<file path="config.mk">
export PLATFORM = sky130hd
export DESIGN_NAME = dctcp_window_update_core
export DESIGN_NICKNAME = d
export VERILOG_FILES = /design/src/sv/dctcp_pkg.sv /design/src/sv/dctcp_div.sv /design/src/sv/dctcp_dp.sv /design/src/sv/dctcp_ctrl.sv /design/src/sv/dctcp_window_update_core.sv
export VERILOG_INCLUDE_DIRS = /design/src /design/src/sv
export SDC_FILE = /design/constraint.sdc
export NUM_CORES = 2
export LEC_CHECK = 0
export BUFFER_PORTS_ARGS = -buffer_cell sky130_fd_sc_hd__buf_2
export CORE_MARGIN = 2
export CORE_UTILIZATION = 52
export DETAILED_ROUTE_END_ITERATION = 10
export PLACE_DENSITY = 0.68
export SLEW_MARGIN = 15
export SYNTH_ARGS = -nofsm -noshare
export SYNTH_HDL_FRONTEND = slang
export SYNTH_SLANG_ARGS = --single-unit
</file>
<file path="constraint.sdc">
create_clock -name clk -period 11.6 [get_ports clk]
set_input_delay 2.32 -clock clk [delete_from_list [all_inputs] [get_ports clk]]
set_output_delay 2.32 -clock clk [all_outputs]
set_load 0.02 [all_outputs]
</file>
<file path="src/sv/assert_macros.svh">
// Assertion macros shared by the RTL of the congestion window block.
// No dependencies; included by files that carry concurrent assertions.
`ifndef ASSERT_MACROS_SVH
`define ASSERT_MACROS_SVH
`ifndef ASSERT_OFF
// Check an expression at every clock edge outside reset
`define ASSERT_ALWAYS(label, clk, rst, expr) \
  label: assert property (@(posedge clk) disable iff (rst) (expr)) \
    else $error("assertion failed");
// Check a same-cycle implication
`define ASSERT_IMPLIES(label, clk, rst, ante, cons) \
  label: assert property (@(posedge clk) disable iff (rst) (ante) |-> (cons)) \
    else $error("assertion failed");
// Check a next-cycle implication
`define ASSERT_NEXT(label, clk, rst, ante, cons) \
  label: assert property (@(posedge clk) disable iff (rst) (ante) |=> (cons)) \
    else $error("assertion failed");
`else
`define ASSERT_ALWAYS(label, clk, rst, expr)
`define ASSERT_IMPLIES(label, clk, rst, ante, cons)
`define ASSERT_NEXT(label, clk, rst, ante, cons)
`endif
`endif

</file>
<file path="src/sv/dctcp_pkg.sv">
// Types, constants and helper functions of the congestion window block.
// No dependencies; imported by every module of the block.
package dctcp_pkg;

  localparam int WINDOW_BITS  = 32;
  localparam int MSS_BITS     = 16;
  localparam int BYTES_BITS   = 32;
  localparam int ECN_BITS     = 16;
  localparam int OUT_WIN_BITS = 32;
  localparam int CALC_BITS    = 64;
  localparam int PROD_BITS    = BYTES_BITS + MSS_BITS;
  localparam int CNT_BITS     = $clog2(PROD_BITS);
  localparam int ADDR_BITS    = 3;
  localparam int DATA_BITS    = 32;

  // Reciprocal of three: (x * RECIP3) >> RECIP3_SHIFT == x / 3 for 32-bit x
  localparam int RECIP3_BITS  = 33;
  localparam int RECIP3_SHIFT = 33;
  localparam logic [RECIP3_BITS-1:0] RECIP3 = 33'h0_AAAA_AAAB;

  localparam logic [WINDOW_BITS-1:0]  WIN_MAX        = '1;
  localparam logic [MSS_BITS-1:0]     MSS_RESET      = 16'd4096;
  localparam logic [DATA_BITS-1:0]    INIT_WIN_RESET = 32'd65536;
  localparam logic [OUT_WIN_BITS-1:0] OUT_WIN_MAX    = '1;

  // Register index, taken from paddr[2]
  localparam logic REG_MSS      = 1'b0;
  localparam logic REG_INIT_WIN = 1'b1;

  typedef enum logic [1:0] {
    ACT_NONE = 2'd0,
    ACT_NACK = 2'd1,
    ACT_INC  = 2'd2,
    ACT_ECN  = 2'd3
  } action_t;

  typedef struct packed {
    logic                  has_nack;
    logic                  has_ack;
    logic [BYTES_BITS-1:0] nacked_bytes;
    logic [BYTES_BITS-1:0] acked_bytes;
    logic [ECN_BITS-1:0]   ecn_count;
  } in_t;

  typedef struct packed {
    logic [OUT_WIN_BITS-1:0] window_bytes;
    action_t                 action;
  } out_t;

  typedef struct packed {
    logic                 we;
    logic                 idx;
    logic [DATA_BITS-1:0] data;
  } cfg_wr_t;

  typedef struct packed {
    logic [MSS_BITS-1:0]  mss;
    logic [DATA_BITS-1:0] init_win;
  } cfg_rd_t;

  // Controller to datapath
  typedef struct packed {
    logic load_in;
    logic mul;
    logic update;
  } cmd_t;

  // Datapath to controller
  typedef struct packed {
    logic is_inc;
    logic div_busy;
    logic out_free;
  } status_t;

  // Clamp a value to the window range
  function automatic logic [WINDOW_BITS-1:0] sat_win(input logic [CALC_BITS-1:0] v);
    return (v > CALC_BITS'(WIN_MAX)) ? WIN_MAX : v[WINDOW_BITS-1:0];
  endfunction

  // Clamp the window to the result field
  function automatic logic [OUT_WIN_BITS-1:0] sat_out(input logic [WINDOW_BITS-1:0] w);
    logic [CALC_BITS-1:0] wext;
    wext = CALC_BITS'(w);
    return (wext > CALC_BITS'(OUT_WIN_MAX)) ? OUT_WIN_MAX : wext[OUT_WIN_BITS-1:0];
  endfunction

endpackage

</file>
<file path="src/sv/dctcp_div.sv">
// Restoring divider, one quotient bit per cycle, for the window increase.
// Depends on dctcp_pkg.
module dctcp_div
  import dctcp_pkg::*;
(
  input  logic                   clk,
  input  logic                   rst,
  input  logic                   start,
  input  logic [PROD_BITS-1:0]   dividend,
  input  logic [WINDOW_BITS-1:0] divisor,
  output logic                   busy,
  output logic [PROD_BITS-1:0]   quotient
);

  logic [PROD_BITS-1:0]   quo;
  logic [WINDOW_BITS-1:0] rem;
  logic [WINDOW_BITS-1:0] dvs;
  logic [CNT_BITS-1:0]    cnt;
  logic [WINDOW_BITS:0]   rem_sh;
  logic                   ge;
  logic [WINDOW_BITS:0]   rem_sub;

  // Shift in the next dividend bit and trial-subtract
  always_comb begin
    rem_sh  = {rem, quo[PROD_BITS-1]};
    ge      = rem_sh >= {1'b0, dvs};
    rem_sub = rem_sh - {1'b0, dvs};
  end

  // Control: count steps
  always_ff @(posedge clk) begin
    if (rst) begin
      busy <= 1'b0;
      cnt  <= '0;
    end else if (start) begin
      busy <= 1'b1;
      cnt  <= CNT_BITS'(PROD_BITS - 1);
    end else if (busy) begin
      cnt <= cnt - CNT_BITS'(1);
      if (cnt == '0) begin
        busy <= 1'b0;
      end
    end
  end

  // Datapath: remainder and quotient shift register
  always_ff @(posedge clk) begin
    if (start) begin
      quo <= dividend;
      rem <= '0;
      dvs <= divisor;
    end else if (busy) begin
      quo <= {quo[PROD_BITS-2:0], ge};
      rem <= ge ? rem_sub[WINDOW_BITS-1:0] : rem_sh[WINDOW_BITS-1:0];
    end
  end

  assign quotient = quo;

endmodule

</file>
<file path="src/sv/dctcp_dp.sv">
// Datapath: registers, window update arithmetic and result register.
// Depends on dctcp_pkg and dctcp_div.
module dctcp_dp
  import dctcp_pkg::*;
(
  input  logic    clk,
  input  logic    rst,
  input  cfg_wr_t cfg_wr,
  output cfg_rd_t cfg_rd,
  input  in_t     in_data,
  input  cmd_t    cmd,
  output status_t status,
  output logic    out_valid,
  input  logic    out_ready,
  output out_t    out_data
);

  logic [MSS_BITS-1:0]    mss;
  logic [DATA_BITS-1:0]   init_win;
  logic [WINDOW_BITS-1:0] window;
  in_t                    ev;
  logic [BYTES_BITS-1:0]  cut3;

  logic [PROD_BITS-1:0]              prod;
  logic [BYTES_BITS+RECIP3_BITS-1:0] prod3;
  logic [WINDOW_BITS-1:0]            divisor;
  logic [PROD_BITS-1:0]              quo;
  logic                              div_start;

  logic [CALC_BITS-1:0]   w64;
  logic [CALC_BITS-1:0]   mss64;
  logic [CALC_BITS-1:0]   amt64;
  logic [CALC_BITS-1:0]   cut_diff;
  logic [CALC_BITS-1:0]   room;
  logic [CALC_BITS-1:0]   inc64;
  logic [CALC_BITS-1:0]   grown;
  logic [CALC_BITS-1:0]   raw;
  logic [CALC_BITS-1:0]   floored;
  logic [WINDOW_BITS-1:0] win_next;
  action_t                act;

  // Configuration registers; an initial window write reloads the window
  always_ff @(posedge clk) begin
    if (rst) begin
      mss      <= MSS_RESET;
      init_win <= INIT_WIN_RESET;
      window   <= sat_win(CALC_BITS'(INIT_WIN_RESET));
    end else if (cfg_wr.we) begin
      if (cfg_wr.idx == REG_MSS) begin
        mss <= cfg_wr.data[MSS_BITS-1:0];
      end else begin
        init_win <= cfg_wr.data;
        window   <= sat_win(CALC_BITS'(cfg_wr.data));
      end
    end else if (cmd.update) begin
      window <= win_next;
    end
  end

  assign cfg_rd.mss      = mss;
  assign cfg_rd.init_win = init_win;

  // Hold the accepted event
  always_ff @(posedge clk) begin
    if (cmd.load_in) begin
      ev <= in_data;
    end
  end

  // Products: increase numerator and the divide-by-three cut
  assign prod      = PROD_BITS'(ev.acked_bytes) * PROD_BITS'(mss);
  assign prod3     = (BYTES_BITS+RECIP3_BITS)'(ev.acked_bytes)
                     * (BYTES_BITS+RECIP3_BITS)'(RECIP3);
  assign divisor   = (window == '0) ? WINDOW_BITS'(1) : window;
  assign div_start = cmd.mul && status.is_inc;

  always_ff @(posedge clk) begin
    if (cmd.mul) begin
      cut3 <= BYTES_BITS'(prod3 >> RECIP3_SHIFT);
    end
  end

  dctcp_div u_div (
    .clk      (clk),
    .rst      (rst),
    .start    (div_start),
    .dividend (prod),
    .divisor  (divisor),
    .busy     (status.div_busy),
    .quotient (quo)
  );

  assign status.is_inc   = !ev.has_nack && ev.has_ack && (ev.ecn_count == '0);
  assign status.out_free = !out_valid || out_ready;

  // New window: cut, grow or hold, then floor at mss when an action is taken
  always_comb begin
    w64      = CALC_BITS'(window);
    mss64    = CALC_BITS'(mss);
    amt64    = CALC_BITS'(ev.has_nack ? ev.nacked_bytes : cut3);
    cut_diff = (w64 > amt64) ? (w64 - amt64) : '0;
    room     = CALC_BITS'(WIN_MAX) - w64;
    inc64    = CALC_BITS'(quo);
    grown    = (inc64 > room) ? CALC_BITS'(WIN_MAX) : (w64 + inc64);
    priority if (ev.has_nack) begin
      raw = cut_diff;
      act = ACT_NACK;
    end else if (status.is_inc) begin
      raw = grown;
      act = ACT_INC;
    end else if (ev.has_ack) begin
      raw = cut_diff;
      act = ACT_ECN;
    end else begin
      raw = w64;
      act = ACT_NONE;
    end
    floored  = ((act != ACT_NONE) && (raw < mss64)) ? mss64 : raw;
    win_next = sat_win(floored);
  end

  // Result register
  always_ff @(posedge clk) begin
    if (rst) begin
      out_valid <= 1'b0;
    end else if (cmd.update) begin
      out_valid <= 1'b1;
    end else if (out_ready) begin
      out_valid <= 1'b0;
    end
  end

  always_ff @(posedge clk) begin
    if (cmd.update) begin
      out_data.window_bytes <= sat_out(win_next);
      out_data.action       <= act;
    end
  end

endmodule

</file>
<file path="src/sv/dctcp_ctrl.sv">
// Controller state machine that sequences one event through the datapath.
// Depends on dctcp_pkg.
module dctcp_ctrl
  import dctcp_pkg::*;
(
  input  logic    clk,
  input  logic    rst,
  input  logic    in_valid,
  output logic    in_ready,
  input  status_t status,
  output cmd_t    cmd
);

  typedef enum logic [3:0] {
    S_IDLE = 4'b0001,
    S_MUL  = 4'b0010,
    S_DIV  = 4'b0100,
    S_UPD  = 4'b1000
  } state_t;

  state_t state;
  state_t state_next;

  always_ff @(posedge clk) begin
    if (rst) begin
      state <= S_IDLE;
    end else begin
      state <= state_next;
    end
  end

  // Advance through multiply, divide (increases only) and update
  always_comb begin
    state_next = state;
    cmd        = '0;
    in_ready   = (state == S_IDLE);
    unique case (state)
      S_IDLE: begin
        if (in_valid) begin
          cmd.load_in = 1'b1;
          state_next  = S_MUL;
        end
      end
      S_MUL: begin
        cmd.mul    = 1'b1;
        state_next = status.is_inc ? S_DIV : S_UPD;
      end
      S_DIV: begin
        if (!status.div_busy) begin
          state_next = S_UPD;
        end
      end
      S_UPD: begin
        if (status.out_free) begin
          cmd.update = 1'b1;
          state_next = S_IDLE;
        end
      end
      default: state_next = S_IDLE;
    endcase
  end

endmodule

</file>
<file path="src/sv/dctcp_window_update_core.sv">
// Top level of the congestion window block: APB registers, controller, datapath.
// Depends on dctcp_pkg, dctcp_ctrl, dctcp_dp and assert_macros.svh.
//
// Keeps a DCTCP-style congestion window and returns one result (window and
// action) per event transfer. A NACK or ECN cut or a no-op event passes
// through the MUL and UPD states from input transfer to result; an additive
// increase also waits in DIV for the 48-step bit-serial divider that computes
// acked_bytes*mss/window. One event is in work at a time; the result register
// lets the next event be taken while a result waits for out_ready. Registers:
// mss at 0x0, initial_window at 0x4; writing initial_window also reloads the
// window.
`include "assert_macros.svh"

module dctcp_window_update_core
  import dctcp_pkg::*;
(
  input  logic                 clk,
  input  logic                 rst,
  input  logic                 psel,
  input  logic                 penable,
  input  logic                 pwrite,
  input  logic [ADDR_BITS-1:0] paddr,
  input  logic [DATA_BITS-1:0] pwdata,
  output logic [DATA_BITS-1:0] prdata,
  output logic                 pready,
  input  logic                 in_valid,
  output logic                 in_ready,
  input  in_t                  in_data,
  output logic                 out_valid,
  input  logic                 out_ready,
  output out_t                 out_data
);

  cfg_wr_t cfg_wr;
  cfg_rd_t cfg_rd;
  cmd_t    cmd;
  status_t status;

  // Decode the APB access
  assign pready      = 1'b1;
  assign cfg_wr.we   = psel && penable && pwrite;
  assign cfg_wr.idx  = paddr[2];
  assign cfg_wr.data = pwdata;
  assign prdata      = (paddr[2] == REG_INIT_WIN) ? cfg_rd.init_win
                                                  : DATA_BITS'(cfg_rd.mss);

  dctcp_ctrl u_ctrl (
    .clk      (clk),
    .rst      (rst),
    .in_valid (in_valid),
    .in_ready (in_ready),
    .status   (status),
    .cmd      (cmd)
  );

  dctcp_dp u_dp (
    .clk       (clk),
    .rst       (rst),
    .cfg_wr    (cfg_wr),
    .cfg_rd    (cfg_rd),
    .in_data   (in_data),
    .cmd       (cmd),
    .status    (status),
    .out_valid (out_valid),
    .out_ready (out_ready),
    .out_data  (out_data)
  );

  // An accepted event keeps the input closed in the following cycle
  `ASSERT_NEXT(a_busy_after_accept, clk, rst, in_valid && in_ready, !in_ready)
  // The result register is only loaded when its slot is free
  `ASSERT_IMPLIES(a_update_slot_free, clk, rst, cmd.update, status.out_free)
  // The window is never updated while the divider still runs
  `ASSERT_IMPLIES(a_update_div_done, clk, rst, cmd.update, !status.div_busy)
  // The divider is idle whenever a new event can be taken
  `ASSERT_IMPLIES(a_idle_div_quiet, clk, rst, in_ready, !status.div_busy)

endmodule

</file>
* Word-level counts from Yosys, hierarchy flattened
Cells that the tools add are included.
Word-level totals: register bits after elaboration 351, input port bits 124, word-level logic and storage cells 96, output and inout bits 69
Cells by class: add/subtract/negate cells 5, bitwise gates (word level) 1, mux-type cells 35, magnitude comparators 5, equality and inequality tests 8, multipliers 2, reduce and logical (&&, ||, !) cells 21
Operator list (count):
- 2-to-1 mux 64 bit | 6
- 2-to-1 mux 32 bit | 7
- 2-to-1 mux 48 bit | 2
- > comparator 32 x 64 -> 1 bit | 1
- > comparator 48 x 64 -> 1 bit | 1
- > comparator 64 x 32 -> 1 bit, second input constant | 1
- less-than comparator 64 x 16 -> 1 bit | 1
- multiplier 32 x 32 -> 64 bit, second input constant | 1
- subtractor 32 x 64 -> 64 bit | 1
- adder 32 x 48 -> 49 bit | 1
- multiplier 32 x 16 -> 48 bit | 1
- greater-or-equal comparator 33 x 32 -> 1 bit | 1
- subtractor 32 x 32 -> 33 bit, first input constant | 1
- zero test 32 bit | 1
- subtractor 32 bit | 1
- zero test 16 bit | 1
- 2-to-1 mux 4 bit | 4
- case mux 4 bit (4 select lines) | 1
- 2-to-1 mux 6 bit | 2
- 2-to-1 mux 1 bit | 10
- inequality test 2 bit, second input constant | 4
- nonzero test 2 bit | 4
- logical AND 1 bit | 6
- zero test 6 bit | 1
- other kinds (12) | 17

* Depth between registers and ports, before layout
depth in word-level cells 13, mapped depth 27, mapped depth without buffers 27

* Modules after synthesis
From an unflattened synthesis, not the netlist that was laid out.
Unflattened totals: cells, all modules 5353, area total of the unflattened synthesis 51539.4 µm²
By module, submodules not included:
- dctcp_dp | seq. area each 6035.8 µm², instances 1, area an instance 44353.8 µm², cells an instance 4684
- dctcp_div | seq. area each 3183.1 µm², instances 1, area an instance 6565.0 µm², cells an instance 596
- dctcp_window_update_core | seq. area each 0.0 µm², instances 1, area an instance 325.3 µm², cells an instance 38
- dctcp_ctrl | seq. area each 80.1 µm², instances 1, area an instance 295.3 µm², cells an instance 35

* Worst setup path after synthesis
No wires, ideal clock.
path kind flip-flop to flip-flop, start register u_dp.ev[27] in the netlist's numbering, end register u_dp.cut3[30], data pin, arrival time 7.383 ns, data required time 11.332 ns, clock period less this slack 7.651 ns, slack 3.949 ns, stages on the path, launching flop included 26, path through edfxtp_1 ha_1 inv_1 fa_1 inv_1 fa_1 inv_1 fa_1 fa_1 inv_1 fa_1 fa_1 fa_1 ha_1 a21oi_1 o21ai_0 a2111oi_0 o22ai_1 o311ai_0 o21ai_1 a22o_1 a22o_1 o22ai_1 nor2_1 a2111oi_1 xnor2_1
On the way: word-level cells in the longest chain between the ends 1
Ends and longest elaborated chain:
- start, declared | RTL line dctcp_dp.sv:21 | in_t ev;
- start signal, assigned | RTL line dctcp_dp.sv:66 | ev <= in_data;
- multiplier 32 x 32 -> 64 bit | RTL line dctcp_dp.sv:73 | * (BYTES_BITS+RECIP3_BITS)'(RECIP3);
- named net u_dp.prod3[63] | RTL line dctcp_dp.sv:25 | logic [BYTES_BITS+RECIP3_BITS-1:0] prod3;
- end signal, assigned | RTL line dctcp_dp.sv:79 | cut3 <= BYTES_BITS'(prod3 >> RECIP3_SHIFT);
- end, declared | RTL line dctcp_dp.sv:22 | logic [BYTES_BITS-1:0] cut3;
The timed path passes the listed nets, and every way through them passes these cells. A chain may end at the register's enable or synchronous reset.

* Final worst setup path
start register u_dp.ev[31] in the netlist's numbering, end register u_dp.cut3[29], data pin
Same word-level chain as after synthesis.

==> impl_results.rst <==
.. list-table::
   :header-rows: 1

   * - Metric
     - Value
   * - Worst-case clock skew
     - 0.02929 ns
   * - WHS Path Cells
     - 2
   * - Final routed wire length divided by cell count
     - 21.96 um
   * - Vias in the first global route
     - 39870
   * - Maximum clock frequency
     - 0.1056 GHz
   * - Final count of pins violating max slew
     - 0
   * - Register Area
     - 9300 um2
   * - Post-synthesis instance area
     - just over 50000 um2
   * - Overflow left after global routing
     - 0
   * - Max Root-Sink Buffers
     - 3
   * - Multi-input gate area in the final layout
     - roughly 37000 um2
   * - Number of buffers inserted for hold repair after clock tree synthesis
     - 0
   * - Starting Density
     - 52.56%
   * - First-pass GRT wire length
     - 231600 um
   * - Share of post-route cells with drive strength above 1
     - 6.718%
   * - Core ar.
     - 96990 um2
   * - Area share of the largest cell type after synthesis
     - a little under a third
   * - Number of buffers inserted by post-CTS setup repair
     - 0
   * - Number of gates resized after cts
     - 0
   * - Final ANT Viol Nets
     - 0
   * - Pin count of the biggest net entering global routing
     - 93
   * - Worst reg2reg path depth
     - 27
   * - Number of enable flip-flop cells after synthesis
     - 227
   * - Port buffer count
     - 189
   * - Sequential fraction of the synthesis area
     - 18.24%
   * - Worst min-delay path class
     - register to register
   * - Total number of nets in the final design
     - slightly above 7000
   * - Nature of the critical path startpoint
     - register
   * - Source-to-sink clock delay at the later pin of the worst-skew pair
     - between 0.6 and 0.7 ns
   * - Critical path required time
     - 11.95 ns
   * - Total global-route track usage
     - 30.54%
   * - Number of clock buffers inserted by TritonCTS
     - 43
   * - Category of the critical setup timing path
     - register to register
   * - Vias/cell
     - 5.704
   * - Period utilization
     - between 80% and 90%
   * - Most numerous cell in the Yosys netlist
     - sky130_fd_sc_hd__inv_1
   * - Count of clock tree sinks
     - 351
   * - CTS root buf
     - sky130_fd_sc_hd__clkbuf_16
   * - Die boundary width
     - 317.1 um
   * - Slew of the pin with the lowest slew margin
     - roughly 1.3 ns
   * - Number of I/O pins
     - 193
   * - Number of synthesis warnings
     - 0
   * - Final estimated routing congestion in global placement
     - just under 1
   * - Headroom to the max-slew limit
     - 13.86%
   * - Number of distinct library cells after synthesis
     - 97
   * - Finish-stage setup viols
     - 0
   * - Sum of negative setup slack
     - 0 ns
   * - Die Outline Area
     - 100600 um2
   * - Avg Inst Size Synth
     - 9.299 um2
   * - Max cap viols
     - 0
   * - Synthesized flop and latch total
     - between 300 and 400
   * - Cell accounting for the most synthesized area
     - sky130_fd_sc_hd__fa_1
   * - Top post-synthesis cells by area
     - sky130_fd_sc_hd__fa_1 32%, sky130_fd_sc_hd__ha_1 14%, sky130_fd_sc_hd__edfxtp_1 13%, sky130_fd_sc_hd__inv_1 8.0%, sky130_fd_sc_hd__nand2_1 5.2%
   * - DPL Wire Length
     - 123200 um
   * - DRC violations left
     - 0
   * - Outcome
     - complete, no violations
   * - Initial antenna violation count
     - 3
   * - Clock tree from TritonCTS
     - done
   * - TritonRoute pass-1 iters
     - 5
   * - Area growth, synth to finish
     - 7.100%
   * - Number of filler cells placed in the layout
     - 8592
   * - Share of synthesized registers carrying an async set or reset
     - 0%
   * - Number of H-tree branching levels
     - 2
   * - Most used flip-flop cell after synthesis
     - sky130_fd_sc_hd__edfxtp_1
   * - Unrepaired setup endpoints after global routing
     - no
   * - Post-Syn Nets
     - 6988
   * - Top cells by instance count after synthesis
     - 1082 x sky130_fd_sc_hd__inv_1, 811 x sky130_fd_sc_hd__fa_1, 711 x sky130_fd_sc_hd__nand2_1
   * - Clock transition at path regs
     - 0.06 ns
   * - Cells after synthesis
     - approximately 5500
   * - Starting DRC count in detailed routing
     - a little over 3000
   * - Wire length after detailed routing
     - 150600 um
   * - Total number of vias
     - 39130
   * - Data arrival time at the worst-slack endpoint
     - 9.82 ns
   * - Post-layout minimum cycle time
     - 9.474 ns
   * - Endpoint type of the worst setup path
     - register
   * - Max Fanout on Critical Path
     - 19
   * - Row cnt
     - 114
   * - Number of hold-slack violations in the final timing report
     - 0
   * - Y dimension of the die
     - 317.1 um
critical path, stage by stage, from the launching register on:
cell	delay, ns
sky130_fd_sc_hd__edfxtp_1	1.01
sky130_fd_sc_hd__ha_1	0.35
sky130_fd_sc_hd__inv_1	0.10
sky130_fd_sc_hd__fa_1	0.59
sky130_fd_sc_hd__inv_1	0.09
sky130_fd_sc_hd__fa_1	0.54
sky130_fd_sc_hd__inv_1	0.05
sky130_fd_sc_hd__fa_1	0.50
sky130_fd_sc_hd__inv_1	0.06
sky130_fd_sc_hd__fa_1	0.54
sky130_fd_sc_hd__inv_1	0.06
sky130_fd_sc_hd__fa_1	0.49
sky130_fd_sc_hd__inv_1	0.05
sky130_fd_sc_hd__fa_1	0.50
sky130_fd_sc_hd__fa_1	0.42
sky130_fd_sc_hd__ha_1	0.34
sky130_fd_sc_hd__nand3_1	0.13
sky130_fd_sc_hd__nor4_1	0.52
sky130_fd_sc_hd__o21ai_0	0.20
sky130_fd_sc_hd__o22ai_1	0.82
sky130_fd_sc_hd__o311ai_0	0.36
sky130_fd_sc_hd__o21ai_1	0.38
sky130_fd_sc_hd__a22o_1	0.24
sky130_fd_sc_hd__a22o_1	0.19
sky130_fd_sc_hd__o22ai_1	0.15
sky130_fd_sc_hd__o21bai_1	0.22
sky130_fd_sc_hd__a21oi_1	0.11
sky130_fd_sc_hd__xnor2_1	0.14
path summary, 6_finish.rpt:
kind	startpoint	to	slack, ns
max	u_dp.ev[31]	u_dp.cut3[29]	2.13
min reg2reg	u_dp.init_win[31]	u_dp.init_win[31]	0.45
max reg2reg	u_dp.ev[31]	u_dp.cut3[29]	2.13
min	u_dp.init_win[31]	u_dp.init_win[31]	0.45
final cells by class:
| cell class | instances | share of cell area, % |
|---|---|---|
| multi-input cells | 3815 | 67.25 |
| inverters | 1085 | 7.459 |
| diodes | 1 | 0.004583 |
| well taps | 1276 | 2.924 |
| flip-flops and latches | 351 | 17.03 |
| clock buffers | 56 | 2.250 |
| clock inverters | 23 | 0.4789 |
| repair buffers | 252 | 2.598 |
registers in the layout, summed over array words and instances (netlist names):
register	count
u_dp.u_div.dvs	32
u_dp.u_div.quotient	48
u_dp.window	32
u_ctrl.state	4
u_dp.u_div.busy	1
u_dp.out_data	34
u_dp.init_win	32
u_dp.mss	16
u_dp.out_valid	1
u_dp.u_div.rem	32
u_dp.u_div.cnt	6
u_dp.cut3	31
u_dp.ev	82
cells in the final DEF, fill, tap and decap left out, types with 30 or more instances in the layout:
cell type and n:
sky130_fd_sc_hd__nor3_1 31, sky130_fd_sc_hd__clkbuf_16 45, sky130_fd_sc_hd__nand2b_1 37, sky130_fd_sc_hd__nor2_1 262, sky130_fd_sc_hd__buf_4 63, sky130_fd_sc_hd__nand3_1 44, sky130_fd_sc_hd__nand4_1 41, sky130_fd_sc_hd__dfxtp_1 123
sky130_fd_sc_hd__inv_1 1081, sky130_fd_sc_hd__and2_1 69, sky130_fd_sc_hd__a31oi_1 30, sky130_fd_sc_hd__xor2_1 58, sky130_fd_sc_hd__a211oi_1 30, sky130_fd_sc_hd__mux2i_1 52, sky130_fd_sc_hd__a21o_1 90, sky130_fd_sc_hd__xnor2_1 85
sky130_fd_sc_hd__nand2_1 710, sky130_fd_sc_hd__fa_1 811, sky130_fd_sc_hd__edfxtp_1 227, sky130_fd_sc_hd__buf_2 189, sky130_fd_sc_hd__a21oi_1 326, sky130_fd_sc_hd__ha_1 570, sky130_fd_sc_hd__o21ai_0 208
layer usage:
metal	vias up	track usage [%]	part of all wire, %
met1	19630	41.22	41
met2	1374	50.41	47
met4	0	11.92	4.4
met5	-	0	0
li1	17790	-	-
met3	329	3.809	7.0
logic make-up after synthesis:
group                    Yosys count  synth area share [%]
AO/OA/AOI/OAI                    908                 11.01
other                              1              0.007355
flip-flops                       351                 18.24
AND/OR/NAND/NOR                 1327                 11.58
adder cells (fa/ha/maj)         1381                 45.83
multiplexers                      55                 1.087
XOR/XNOR                         143                 2.457
buffers and inverters           1317                 9.782
stage by stage:
step	cell area, um2	hold slack (ns)	setup slack [ns]	cells	utilization [%]
after floorplan	50980	0.4280	3.949	5483	-
after global routing	54600	0.4683	1.518	6858	56.29
after detailed placement	53110	0.4432	2.049	6779	54.76
after global placement	53110	0.4390	2.207	6779	54.76
final	54600	0.4501	2.126	6859	56.30
after CTS	54600	0.4512	1.984	6858	56.29
Power is left out: the tool's default activity adds up to more than one toggle a clock period on the data nets, which glitch-free logic cannot reach.
